[src/rtl/core/lbp_pkg.sv]
package lbp_pkg;

  localparam int NUM_SLOTS  = 64;
  localparam int OWNER_BITS = 16;
  localparam int SLOT_W     = $clog2(NUM_SLOTS);
  localparam int COUNT_W    = $clog2(NUM_SLOTS + 1);
  localparam int KIND_W     = 2;
  localparam int STATUS_W   = 2;
  localparam int APB_AW     = 2;
  localparam int APB_DW     = 32;

  localparam logic [COUNT_W-1:0] SLOTS_ENABLED_RST = COUNT_W'(64);

  typedef enum logic [KIND_W-1:0] {
    KIND_ALLOC  = 2'd0,
    KIND_LOCK   = 2'd1,
    KIND_UNLOCK = 2'd2
  } kind_t;

  typedef enum logic [STATUS_W-1:0] {
    STAT_OK        = 2'd0,
    STAT_EXHAUSTED = 2'd1,
    STAT_BAD_SLOT  = 2'd2
  } status_t;

  typedef enum logic {
    ST_IDLE = 1'b0,
    ST_EXEC = 1'b1
  } state_t;

endpackage

[src/rtl/core/lbp_ram.sv]
module lbp_ram #(
  parameter int WIDTH = 8,
  parameter int DEPTH = 64
) (
  input  logic                     clk,
  input  logic                     we,
  input  logic [$clog2(DEPTH)-1:0] waddr,
  input  logic [WIDTH-1:0]         wdata,
  input  logic [$clog2(DEPTH)-1:0] raddr,
  output logic [WIDTH-1:0]         rdata
);

  logic [WIDTH-1:0] mem [DEPTH];

  always_ff @(posedge clk) begin
    if (we) begin
      mem[waddr] <= wdata;
    end
    rdata <= mem[raddr];
  end

endmodule

[src/rtl/core/lru_block_pool_with_pinning.sv]
// An accepted item is held in kind_r, idx_r and tag_r and worked on in EXEC;
// its result is then registered onto the out_ ports, marked by out_valid for
// exactly one cycle. busy is high in EXEC, the state after acceptance, while
// the link RAMs are read and then written back; no new item is taken while busy.
// Reset (synchronous, rst_n low): list empty, no slot in use, slots_enabled 64.
// The owner and link RAMs need no clearing; they are only read after a write.
module lru_block_pool_with_pinning (
  input  logic                           clk,
  input  logic                           rst_n,
  input  logic                           psel,
  input  logic                           penable,
  input  logic                           pwrite,
  input  logic [lbp_pkg::APB_AW-1:0]     paddr,
  input  logic [lbp_pkg::APB_DW-1:0]     pwdata,
  output logic [lbp_pkg::APB_DW-1:0]     prdata,
  output logic                           pready,
  input  logic                           start,
  output logic                           busy,
  input  logic [lbp_pkg::KIND_W-1:0]     in_kind,
  input  logic [lbp_pkg::SLOT_W-1:0]     in_slot_index,
  input  logic [lbp_pkg::OWNER_BITS-1:0] in_owner_tag,
  output logic                           out_valid,
  output logic [lbp_pkg::SLOT_W-1:0]     out_granted_slot,
  output logic                           out_evicted,
  output logic [lbp_pkg::OWNER_BITS-1:0] out_victim_owner,
  output logic [lbp_pkg::STATUS_W-1:0]   out_status,
  output logic [lbp_pkg::COUNT_W-1:0]    out_slots_in_use
);

  import lbp_pkg::*;

  state_t                state_r, state_nxt;
  logic [COUNT_W-1:0]    slots_enabled_r;
  logic [KIND_W-1:0]     kind_r;
  logic [SLOT_W-1:0]     idx_r;
  logic [OWNER_BITS-1:0] tag_r;
  logic [SLOT_W-1:0]     head_r, head_nxt;
  logic [SLOT_W-1:0]     tail_r, tail_nxt;
  logic [COUNT_W-1:0]    count_r, count_nxt;
  logic [COUNT_W-1:0]    used_r, used_nxt;
  logic [NUM_SLOTS-1:0]  listed_r, listed_nxt;

  logic                  out_valid_r;
  logic [SLOT_W-1:0]     granted_r;
  logic                  evicted_r;
  logic [OWNER_BITS-1:0] victim_r;
  logic [STATUS_W-1:0]   status_r;
  logic [COUNT_W-1:0]    in_use_r;

  logic [SLOT_W-1:0]     granted_nxt;
  logic                  evicted_nxt;
  logic [OWNER_BITS-1:0] victim_nxt;
  status_t               status_nxt;

  logic                  accept;
  logic                  cfg_write;
  logic [SLOT_W-1:0]     rd_addr;
  logic [OWNER_BITS-1:0] owner_rd;
  logic [SLOT_W-1:0]     next_rd;
  logic [SLOT_W-1:0]     prev_rd;

  logic                  own_we;
  logic [SLOT_W-1:0]     own_waddr;
  logic                  nx_we;
  logic [SLOT_W-1:0]     nx_waddr;
  logic [SLOT_W-1:0]     nx_wdata;
  logic                  pv_we;
  logic [SLOT_W-1:0]     pv_waddr;
  logic [SLOT_W-1:0]     pv_wdata;

  logic                  do_remove;
  logic                  do_push;
  logic [SLOT_W-1:0]     rm_slot;
  logic [COUNT_W-1:0]    limit;
  logic                  idx_handed_out;
  logic [COUNT_W-1:0]    count_dec;

  assign accept    = start && !busy;
  assign cfg_write = psel && penable && pwrite && pready;
  assign pready    = 1'b1;
  assign prdata    = {{(APB_DW-COUNT_W){1'b0}}, slots_enabled_r};

  // Evictions work on the tail, lock and unlock on the named slot.
  assign rd_addr = (kind_t'(in_kind) == KIND_ALLOC) ? tail_r : in_slot_index;

  lbp_ram #(.WIDTH(OWNER_BITS), .DEPTH(NUM_SLOTS)) u_owner_ram (
    .clk   (clk),
    .we    (own_we),
    .waddr (own_waddr),
    .wdata (tag_r),
    .raddr (rd_addr),
    .rdata (owner_rd)
  );

  lbp_ram #(.WIDTH(SLOT_W), .DEPTH(NUM_SLOTS)) u_next_ram (
    .clk   (clk),
    .we    (nx_we),
    .waddr (nx_waddr),
    .wdata (nx_wdata),
    .raddr (rd_addr),
    .rdata (next_rd)
  );

  lbp_ram #(.WIDTH(SLOT_W), .DEPTH(NUM_SLOTS)) u_prev_ram (
    .clk   (clk),
    .we    (pv_we),
    .waddr (pv_waddr),
    .wdata (pv_wdata),
    .raddr (rd_addr),
    .rdata (prev_rd)
  );

  always_comb begin
    state_nxt = state_r;
    unique case (state_r)
      ST_IDLE: if (start) state_nxt = ST_EXEC;
      ST_EXEC: state_nxt = ST_IDLE;
      default: state_nxt = ST_IDLE;
    endcase
  end

  assign busy = (state_r == ST_EXEC);

  assign limit = (slots_enabled_r > COUNT_W'(NUM_SLOTS)) ? COUNT_W'(NUM_SLOTS)
                                                         : slots_enabled_r;
  assign idx_handed_out = {1'b0, idx_r} < used_r;
  assign count_dec      = (count_r != '0) ? count_r - 1'b1 : count_r;

  // Decide the request and its result, then apply the list update.
  always_comb begin
    granted_nxt = idx_r;
    evicted_nxt = 1'b0;
    victim_nxt  = '0;
    status_nxt  = STAT_OK;
    used_nxt    = used_r;
    own_we      = 1'b0;
    own_waddr   = tail_r;
    do_remove   = 1'b0;
    do_push     = 1'b0;
    rm_slot     = idx_r;

    if (state_r == ST_EXEC) begin
      unique case (kind_t'(kind_r))
        KIND_ALLOC: begin
          if (used_r < limit) begin
            granted_nxt = used_r[SLOT_W-1:0];
            own_we      = 1'b1;
            own_waddr   = used_r[SLOT_W-1:0];
            used_nxt    = used_r + 1'b1;
          end else if (count_r == '0) begin
            granted_nxt = '0;
            status_nxt  = STAT_EXHAUSTED;
          end else begin
            granted_nxt = tail_r;
            evicted_nxt = 1'b1;
            victim_nxt  = owner_rd;
            own_we      = 1'b1;
            own_waddr   = tail_r;
            do_remove   = 1'b1;
            rm_slot     = tail_r;
          end
        end
        KIND_LOCK: begin
          if (idx_handed_out && listed_r[idx_r]) do_remove = 1'b1;
          else status_nxt = STAT_BAD_SLOT;
        end
        KIND_UNLOCK: begin
          if (idx_handed_out && !listed_r[idx_r]) do_push = 1'b1;
          else status_nxt = STAT_BAD_SLOT;
        end
        default: status_nxt = STAT_BAD_SLOT;
      endcase
    end
  end

  // The prev link of the head is never used, so a push leaves it as it is.
  always_comb begin
    head_nxt   = head_r;
    tail_nxt   = tail_r;
    count_nxt  = count_r;
    listed_nxt = listed_r;
    nx_we      = 1'b0;
    nx_waddr   = prev_rd;
    nx_wdata   = next_rd;
    pv_we      = 1'b0;
    pv_waddr   = next_rd;
    pv_wdata   = prev_rd;

    if (do_remove) begin
      if (rm_slot == head_r) head_nxt = next_rd;
      else nx_we = 1'b1;
      if (rm_slot == tail_r) tail_nxt = prev_rd;
      else pv_we = 1'b1;
      count_nxt = count_dec;
      if (count_dec == '0) begin
        head_nxt = '0;
        tail_nxt = '0;
      end
      listed_nxt[rm_slot] = 1'b0;
    end else if (do_push) begin
      nx_we    = 1'b1;
      nx_waddr = idx_r;
      nx_wdata = head_r;
      if (count_r == '0) begin
        tail_nxt = idx_r;
      end else begin
        pv_we    = 1'b1;
        pv_waddr = head_r;
        pv_wdata = idx_r;
      end
      head_nxt  = idx_r;
      count_nxt = count_r + 1'b1;
      listed_nxt[idx_r] = 1'b1;
    end
  end

  always_ff @(posedge clk) begin
    if (!rst_n) begin
      state_r         <= ST_IDLE;
      slots_enabled_r <= SLOTS_ENABLED_RST;
      head_r          <= '0;
      tail_r          <= '0;
      count_r         <= '0;
      used_r          <= '0;
      listed_r        <= '0;
      out_valid_r     <= 1'b0;
    end else begin
      state_r     <= accept ? ST_EXEC : state_nxt;
      head_r      <= head_nxt;
      tail_r      <= tail_nxt;
      count_r     <= count_nxt;
      used_r      <= used_nxt;
      listed_r    <= listed_nxt;
      out_valid_r <= (state_r == ST_EXEC);
      if (cfg_write) begin
        slots_enabled_r <= pwdata[COUNT_W-1:0];
      end
    end
  end

  always_ff @(posedge clk) begin
    if (accept) begin
      kind_r <= in_kind;
      idx_r  <= in_slot_index;
      tag_r  <= in_owner_tag;
    end
    if (state_r == ST_EXEC) begin
      granted_r <= granted_nxt;
      evicted_r <= evicted_nxt;
      victim_r  <= victim_nxt;
      status_r  <= status_nxt;
      in_use_r  <= used_nxt;
    end
  end

  assign out_valid        = out_valid_r;
  assign out_granted_slot = granted_r;
  assign out_evicted      = evicted_r;
  assign out_victim_owner = victim_r;
  assign out_status       = status_r;
  assign out_slots_in_use = in_use_r;

endmodule

[config.mk]
export PLATFORM = sky130hd
export DESIGN_NAME = lru_block_pool_with_pinning
export DESIGN_NICKNAME = d
export VERILOG_FILES = /design/src/rtl/core/lbp_pkg.sv /design/src/rtl/core/lbp_ram.sv /design/src/rtl/core/lru_block_pool_with_pinning.sv
export SDC_FILE = /design/constraint.sdc
export NUM_CORES = 2
export LEC_CHECK = 0
export ABC_AREA = 1
export ABC_CLOCK_PERIOD_IN_PS = 15580
export BUFFER_PORTS_ARGS = -buffer_cell sky130_fd_sc_hd__buf_2
export CORE_MARGIN = 5
export CORE_UTILIZATION = 55
export DETAILED_ROUTE_END_ITERATION = 12
export PLACE_DENSITY = 0.71
export SLEW_MARGIN = 20
export SYNTH_ARGS = -nofsm -noshare
export SYNTH_HDL_FRONTEND = slang
export SYNTH_SLANG_ARGS = --single-unit
[constraint.sdc]
create_clock -name clk -period 15.58 [get_ports clk]
set_clock_uncertainty 0.1 [all_clocks]
set_input_delay 3.116 -clock clk [delete_from_list [all_inputs] [get_ports clk]]
set_output_delay 3.116 -clock clk [all_outputs]
set_load 0.01 [all_outputs]
# Word-level counts from Yosys, hierarchy flattened
# Memory sizes are Yosys's and may differ from the RTL's. A register that Yosys moved wholly into a read port is not among the register bits.
# Index checks and enable logic that the tools add are counted.
[totals] reg_bits=155 ramBits=1792 input_bits=64 word_cells=133 n_memories=3
[mem_list] name="u_owner_ram.mem" depth=64 width=16 read_ports=1 rd_ports_with_merged_regs=1 wr=1 line_no="lbp_ram.sv:13" source="logic [WIDTH-1:0] mem [DEPTH];"
[mem_list] name="u_next_ram.mem" depth=64 width=6 read_ports=1 rd_ports_with_merged_regs=1 wr=1 line_no="lbp_ram.sv:13"
[mem_list] name="u_prev_ram.mem" depth=64 width=6 read_ports=1 rd_ports_with_merged_regs=1 wr=1 line_no="lbp_ram.sv:13"
[op_classes] add_sub_neg=3 n_lt_le_gt_ge=7 eq_ne=6 mux=75 n_bitwise=5 reduce_logical=18
[ops] cell="$mux W6" n=29
[ops] cell="$mux W64" n=2
[ops] cell="$and A64 B64 Y64" n=1
[ops] cell="$not A64 Y64" n=1
[ops] cell="$or A64 B64 Y64" n=1
[ops] cell="$mux W7" n=7
[ops] cell="$mux W1" n=29
[ops] cell="$add A7 B1 Y7 const B" n=2
[ops] cell="$logic_not A7 Y1" n=2
[ops] cell="$lt A6 B7 Y1 const B" n=2
[ops] cell="$demux W1 S6" n=2
[ops] cell="$eq A6 B6 Y1" n=2
[ops] cell="$ge A6 B1 Y1 const B" n=2
[ops] cell="$gt A7 B7 Y1 const B" n=1
[ops] cell="$logic_and A1 B1 Y1" n=7
[ops] cell="$lt A6 B7 Y1" n=1
[ops] cell="$lt A7 B7 Y1" n=1
[ops] cell="$reduce_bool A7 Y1" n=1
[ops] cell="$sub A7 B1 Y7 const B" n=1
[ops] cell="$bmux W1 S6" n=1
[ops] cell="$ne A3 B1 Y1 const B" n=2
[ops] cell="$pmux W2 S3" n=1
[ops] cell="$logic_not A2 Y1" n=2
[ops] cell="$mux W2" n=2
[ops] cell="8 further kinds" n=12

# Depth between registers and ports, before layout
[depth] ltp_word=13 depth_mapped=22

# By module
# Synthesis repeated with hierarchy kept, for this count alone.
[hier_totals] cells_unflattened=7652 hier_area_um2=83306.1
[modules_own_cells] module="lbp_ram at u_owner_ram" instances=1 cells_per_inst=3517 area_each_um2=42099.1 seq_area_each_um2=31069.8
[modules_own_cells] module="lbp_ram at u_next_ram ..." instances=2 cells_per_inst=1376 area_each_um2=15930.3 seq_area_each_um2=11651.2
[modules_own_cells] module="lru_block_pool_with_pinning" instances=1 cells_per_inst=1383 area_each_um2=9346.5 seq_area_each_um2=3663.5

# Worst setup path before layout
# No wires, ideal clock.
[synth_path] kind="register to register" startpoint="reg state_r, in the netlist busy" endpoint="mem u_prev_ram.mem[0][0] (netlist name), data pin" setup_ns=0.702 arrival_time_ns=4.845 setup_slack_ns=9.933 path_stages_with_launch=9 n_path_buf=2 cell_sequence="dfxtp_1 -> inv_1 -> nor3_1 -> nand4_4 -> inv_2 -> buf_2 -> nand2_1 -> clkbuf_1 -> o21ai_0"
[synth_via] elab_chain_cells=3
[synth_lines] element="start: declaration" line_no="lru_block_pool_with_pinning.sv:32" source="state_t state_r, state_nxt;"
[synth_lines] element="start signal: assignment" line_no="lru_block_pool_with_pinning.sv:228" source="state_r <= accept ? ST_EXEC : state_nxt;"
[synth_lines] element="$mux W1" line_no="lru_block_pool_with_pinning.sv:142" source="if (state_r == ST_EXEC) begin"
[synth_lines] element="$mux W6" line_no="lru_block_pool_with_pinning.sv:200" source="end else if (do_push) begin"
[synth_lines] element="$mux W6 (*)" line_no="lru_block_pool_with_pinning.sv:189" source="if (do_remove) begin"
[synth_lines] element="net pv_wdata[0]" line_no="lru_block_pool_with_pinning.sv:69" source="logic [SLOT_W-1:0] pv_wdata;"
[synth_lines] element="end: declaration" line_no="lbp_ram.sv:13"
# The timed path passes the listed nets; every way through them passes the cells marked *.

# Worst setup path after layout
[layout_path] startpoint="in in_kind[1] (netlist name)" endpoint="reg u_next_ram.rdata[3] (read register of u_next_ram.mem)"
[layout_via] elab_chain_cells=2
[layout_lines] element="start: declaration" line_no="lru_block_pool_with_pinning.sv:19" source="input logic [lbp_pkg::KIND_W-1:0] in_kind,"
[layout_lines] element="$logic_not A2 Y1" line_no="lru_block_pool_with_pinning.sv:84" source="assign rd_addr = (kind_t'(in_kind) == KIND_ALLOC) ? tail_r : in_slot_index;"
[layout_lines] element="$mux W6" line_no="lru_block_pool_with_pinning.sv:84"
[layout_lines] element="end: declaration" line_no="lbp_ram.sv:10" source="output logic [WIDTH-1:0] rdata"
# No other way between the ends.
# A chain may end at the register's enable or synchronous reset.

==> results by group <==
Status
  – Status: complete, no violations

Synth
  – Share of flip-flops with an asynchronous set or reset: 0%
  – Yosys warning count: 0
  – Synth Area per Inst: 12.3 um^2
  – Synth Instances: roughly 6500
  – #FFs+latches synth: around 2000
  – EDFF count, synth: between 1500 and 2000
  – Seq/Total Area, Yosys: between 70% and 80%
  – Synthesized area: around 80000 um^2
  – Synth cell types: 42
  – Synth Flop Type: edfxtp_1

Floorplanning
  – Site Rows: 140
  – Core ar.: 145000 um^2
  – Die H: a little under 400 um
  – Die area: 153000 um^2
  – Die X: 392 um
  – Num ports: between 100 and 150
  – Initial Util: between 50% and 60%

Global routing
  – Pin count of the biggest net entering global routing: around 220
  – First-pass GRT wire length: 305000 um
  – Congestion Overflow GR: 0
  – Vias in the first global route: 50300
  – Initial antenna violation count: 0
  – All-Layer GR Usage: between 20% and 30%

STA
  – Final worst-path cycle share: roughly half
  – Peak Freq: 0.127 GHz
  – RSZ-0062 raised after global routing: no
  – Endpoints failing setup: 0
  – Worst slew pin tran: about 1200 ps
  – Min Clock Period, post-route: about 8000 ps
  – Setup TNS Final: 0 ps
  – Worst slew margin: ~16%
  – Hold Slack: 377 ps
  – Final Hold Vio Count: 0
  – Fin. max-slew vios: 0

Clock network
  – Max clock buf depth: 3
  – CTS sink cnt: ~2000
  – Post-cts sizing count: 0
  – Skew-Pair Late Insertion Delay: around 820 ps
  – # H-tree levels: 4
  – Reg clk slew, reported paths: 60 ps
  – CTS tree: yes
  – CTS buffer count: 190
  – Post-CTS Hold Fix Bufs: 0
  – Post-CTS Setup Bufs: 0
  – Root buffer cell: clkbuf_16

Detailed routing
  – Initial DRC count: 6660
  – WL per Instance: around 24 um
  – Routed Antenna Nets: 0
  – # DRC: 0
  – Drt total wl: 203000 um
  – Routed vias: between 50000 and 60000
  – Drt pass-1 iters: 6
  – Vias/cell: 6.23

Finish
  – Area grow syn2layout: 10.5%
  – Sequential cell area: between 50000 and 60000 um^2
  – Post-route cell area: around 88000 um^2
  – Share of cells above drive strength 1: between 8 and 9%
  – Fill cell count: ~11000
  – Most frequent cells in the layout: 1848 x edfxtp_1, 1203 x nor2_1, 933 x o21ai_0
  – Leading cell type in the layout, fill and taps excluded: edfxtp_1
  – Nets@finish: between 6000 and 7000
  – Multi-input combinational cell area: slightly below 20000 um^2
  – Final core occ: around 61%

Power
  – Maximum VDD drop: between 100 and 150 uV
  – Power Dens Cells: 128 nW/um^2
  – Pleak: around 29 nW
  – Reg power frac: between 50% and 60%
  – Sw Pwr: ~2.6 mW
  – Internal power: between 8 and 9 mW
  – Total power: between 10 and 15 mW
  – Clock power frac: about two fifths
  – Switching share of power: a little under a quarter
  – Combinational share of power: under 10%

Critical path
  – Worst path max stage delay: a little under 800 ps
  – Critical path type: input pin to flip-flop
  – Crit path cell chain: buf_2, nor2_1, buf_4, nand2_1, nand2_4, buf_4, buf_4, buf_4, buf_4, o21ai_0, o221ai_1, o211ai_1, nand3_1, nand3_1, nand2_1
  – Critical Path RT: ~16000 ps
  – Crit path max-delay family: buffers and inverters
  – Worst Setup Start Kind: input pin
  – Most frequent CP cell: buf_4
  – Worst Path Max Fanout: 86
  – CP arrival: between 8000 and 9000 ps
  – CP Capture Type: flip-flop
  – Buf/Inv on CP: 6
  – Slowest CP cell: buf_4

Placement
  – Final HPWL DP: 112000 um
  – Post-DP Area: 82300 um^2
  – GPL Wtd Cong: roughly 0.85
  – # port buffers: 77

Worst hold path
  – Hold Crit Class: flip-flop to flip-flop

Run
  – Maxcap violations: 0
stage by stage:
step	instances	worst slack, ps
after detailed placement	8213	7080
after global routing	8563	7450
after CTS	8563	7900
after global placement	8213	7180
final	8564	7720
after floorplan	6556	9930
flip-flops by register name, indices dropped and copies added (netlist names):
signal and count:
out_status 2, idx_r 6, u_owner_ram.rdata 16, kind_r 2, tag_r 16, u_next_ram.rdata 6, tail_r 6, out_slots_in_use 7
out_valid 1, head_r 6, u_prev_ram.rdata 6, u_owner_ram.mem 1024, out_granted_slot 6, u_prev_ram.mem 384, out_evicted 1, used_r 7
count_r 7, slots_enabled_r 7, u_next_ram.mem 384, out_victim_owner 16, listed_r 64, busy 1
cell families after synthesis:
| kind of cell | Yosys count | share of synthesized area (%) |
|---|---|---|
| fa+ha+maj | 14 | 0.219 |
| compound gates | 1753 | 13.2 |
| simple gates | 2101 | 10.6 |
| buf+inv | 677 | 3.37 |
| xor+xnor | 10 | 0.109 |
| other cells | 2 | 0.00938 |
| flops | 1975 | 72.5 |
Yosys cell counts (8+ instances only):
| cell type | count | share of area (%) |
|---|---|---|
| clkbuf_1 | 401 | 1.9 |
| o21ai_1 | 13 | 0.081 |
| o22ai_1 | 223 | 1.7 |
| nand4_1 | 11 | 0.086 |
| o21ai_0 | 944 | 5.9 |
| nor3_2 | 8 | 0.10 |
| inv_2 | 10 | 0.047 |
| dfxtp_1 | 127 | 3.2 |
| buf_4 | 31 | 0.29 |
| o221ai_1 | 223 | 2.4 |
| nor3_1 | 24 | 0.15 |
| edfxtp_1 | 1848 | 69 |
| xor2_1 | 8 | 0.088 |
| nand2_1 | 528 | 2.5 |
| nand3_1 | 299 | 1.9 |
| o211ai_1 | 223 | 2.1 |
| a21oi_1 | 53 | 0.33 |
| buf_2 | 20 | 0.13 |
| buf_1 | 23 | 0.11 |
| inv_1 | 186 | 0.87 |
| a31oi_1 | 55 | 0.43 |
| ha_1 | 14 | 0.22 |
| nor2_1 | 1212 | 5.7 |
path summary, 6_finish.rpt:
path	start	end	slack (ps)	cells past startpoint
worst max-delay path	in_kind[1]	u_next_ram.rdata[3]	7720	15
worst min-delay path	slots_enabled_r[0]	slots_enabled_r[0]	380	2
worst max register to register	idx_r[2]	u_next_ram.mem[29][5]	9520	11
worst min register to register	slots_enabled_r[0]	slots_enabled_r[0]	380	2
layout make-up:
type	instances	area share, %
antenna	1	0.00283
inverter	200	0.876
clock buffer	256	5.95
timing repair buffer	217	1.71
clock inverter	94	0.956
tap	1917	2.71
multi-input combinational	3904	22.2
sequential	1975	65.6
per-layer routing:
metal | share of wire [%] | wire [um] | GRT usage [%] | vias up
met5 | 0 | 0 | 0 | -
li1 | - | - | - | 24000
met3 | 10 | 21100 | 5.48 | 425
met4 | 3.3 | 6790 | 9.16 | 0
met2 | 46 | 93400 | 40.1 | 2868
met1 | 40 | 81900 | 37.1 | 26000
power groups by stage:
stage,Sequential [mW],Clock [mW],Combinational (mW)
floorplan,6.07,0,0.500
global placement,6.04,0,0.829
detailed placement,6.04,0,0.855
CTS,5.93,4.55,0.858
global route,5.93,4.78,0.941
finish,5.93,4.50,0.872
worst min-delay path, cell delays in order (launching register included):
cell and delay [ps]:
dfxtp_1 310, inv_1 60, a21oi_1 60
Power figures use the tool's default switching activity.
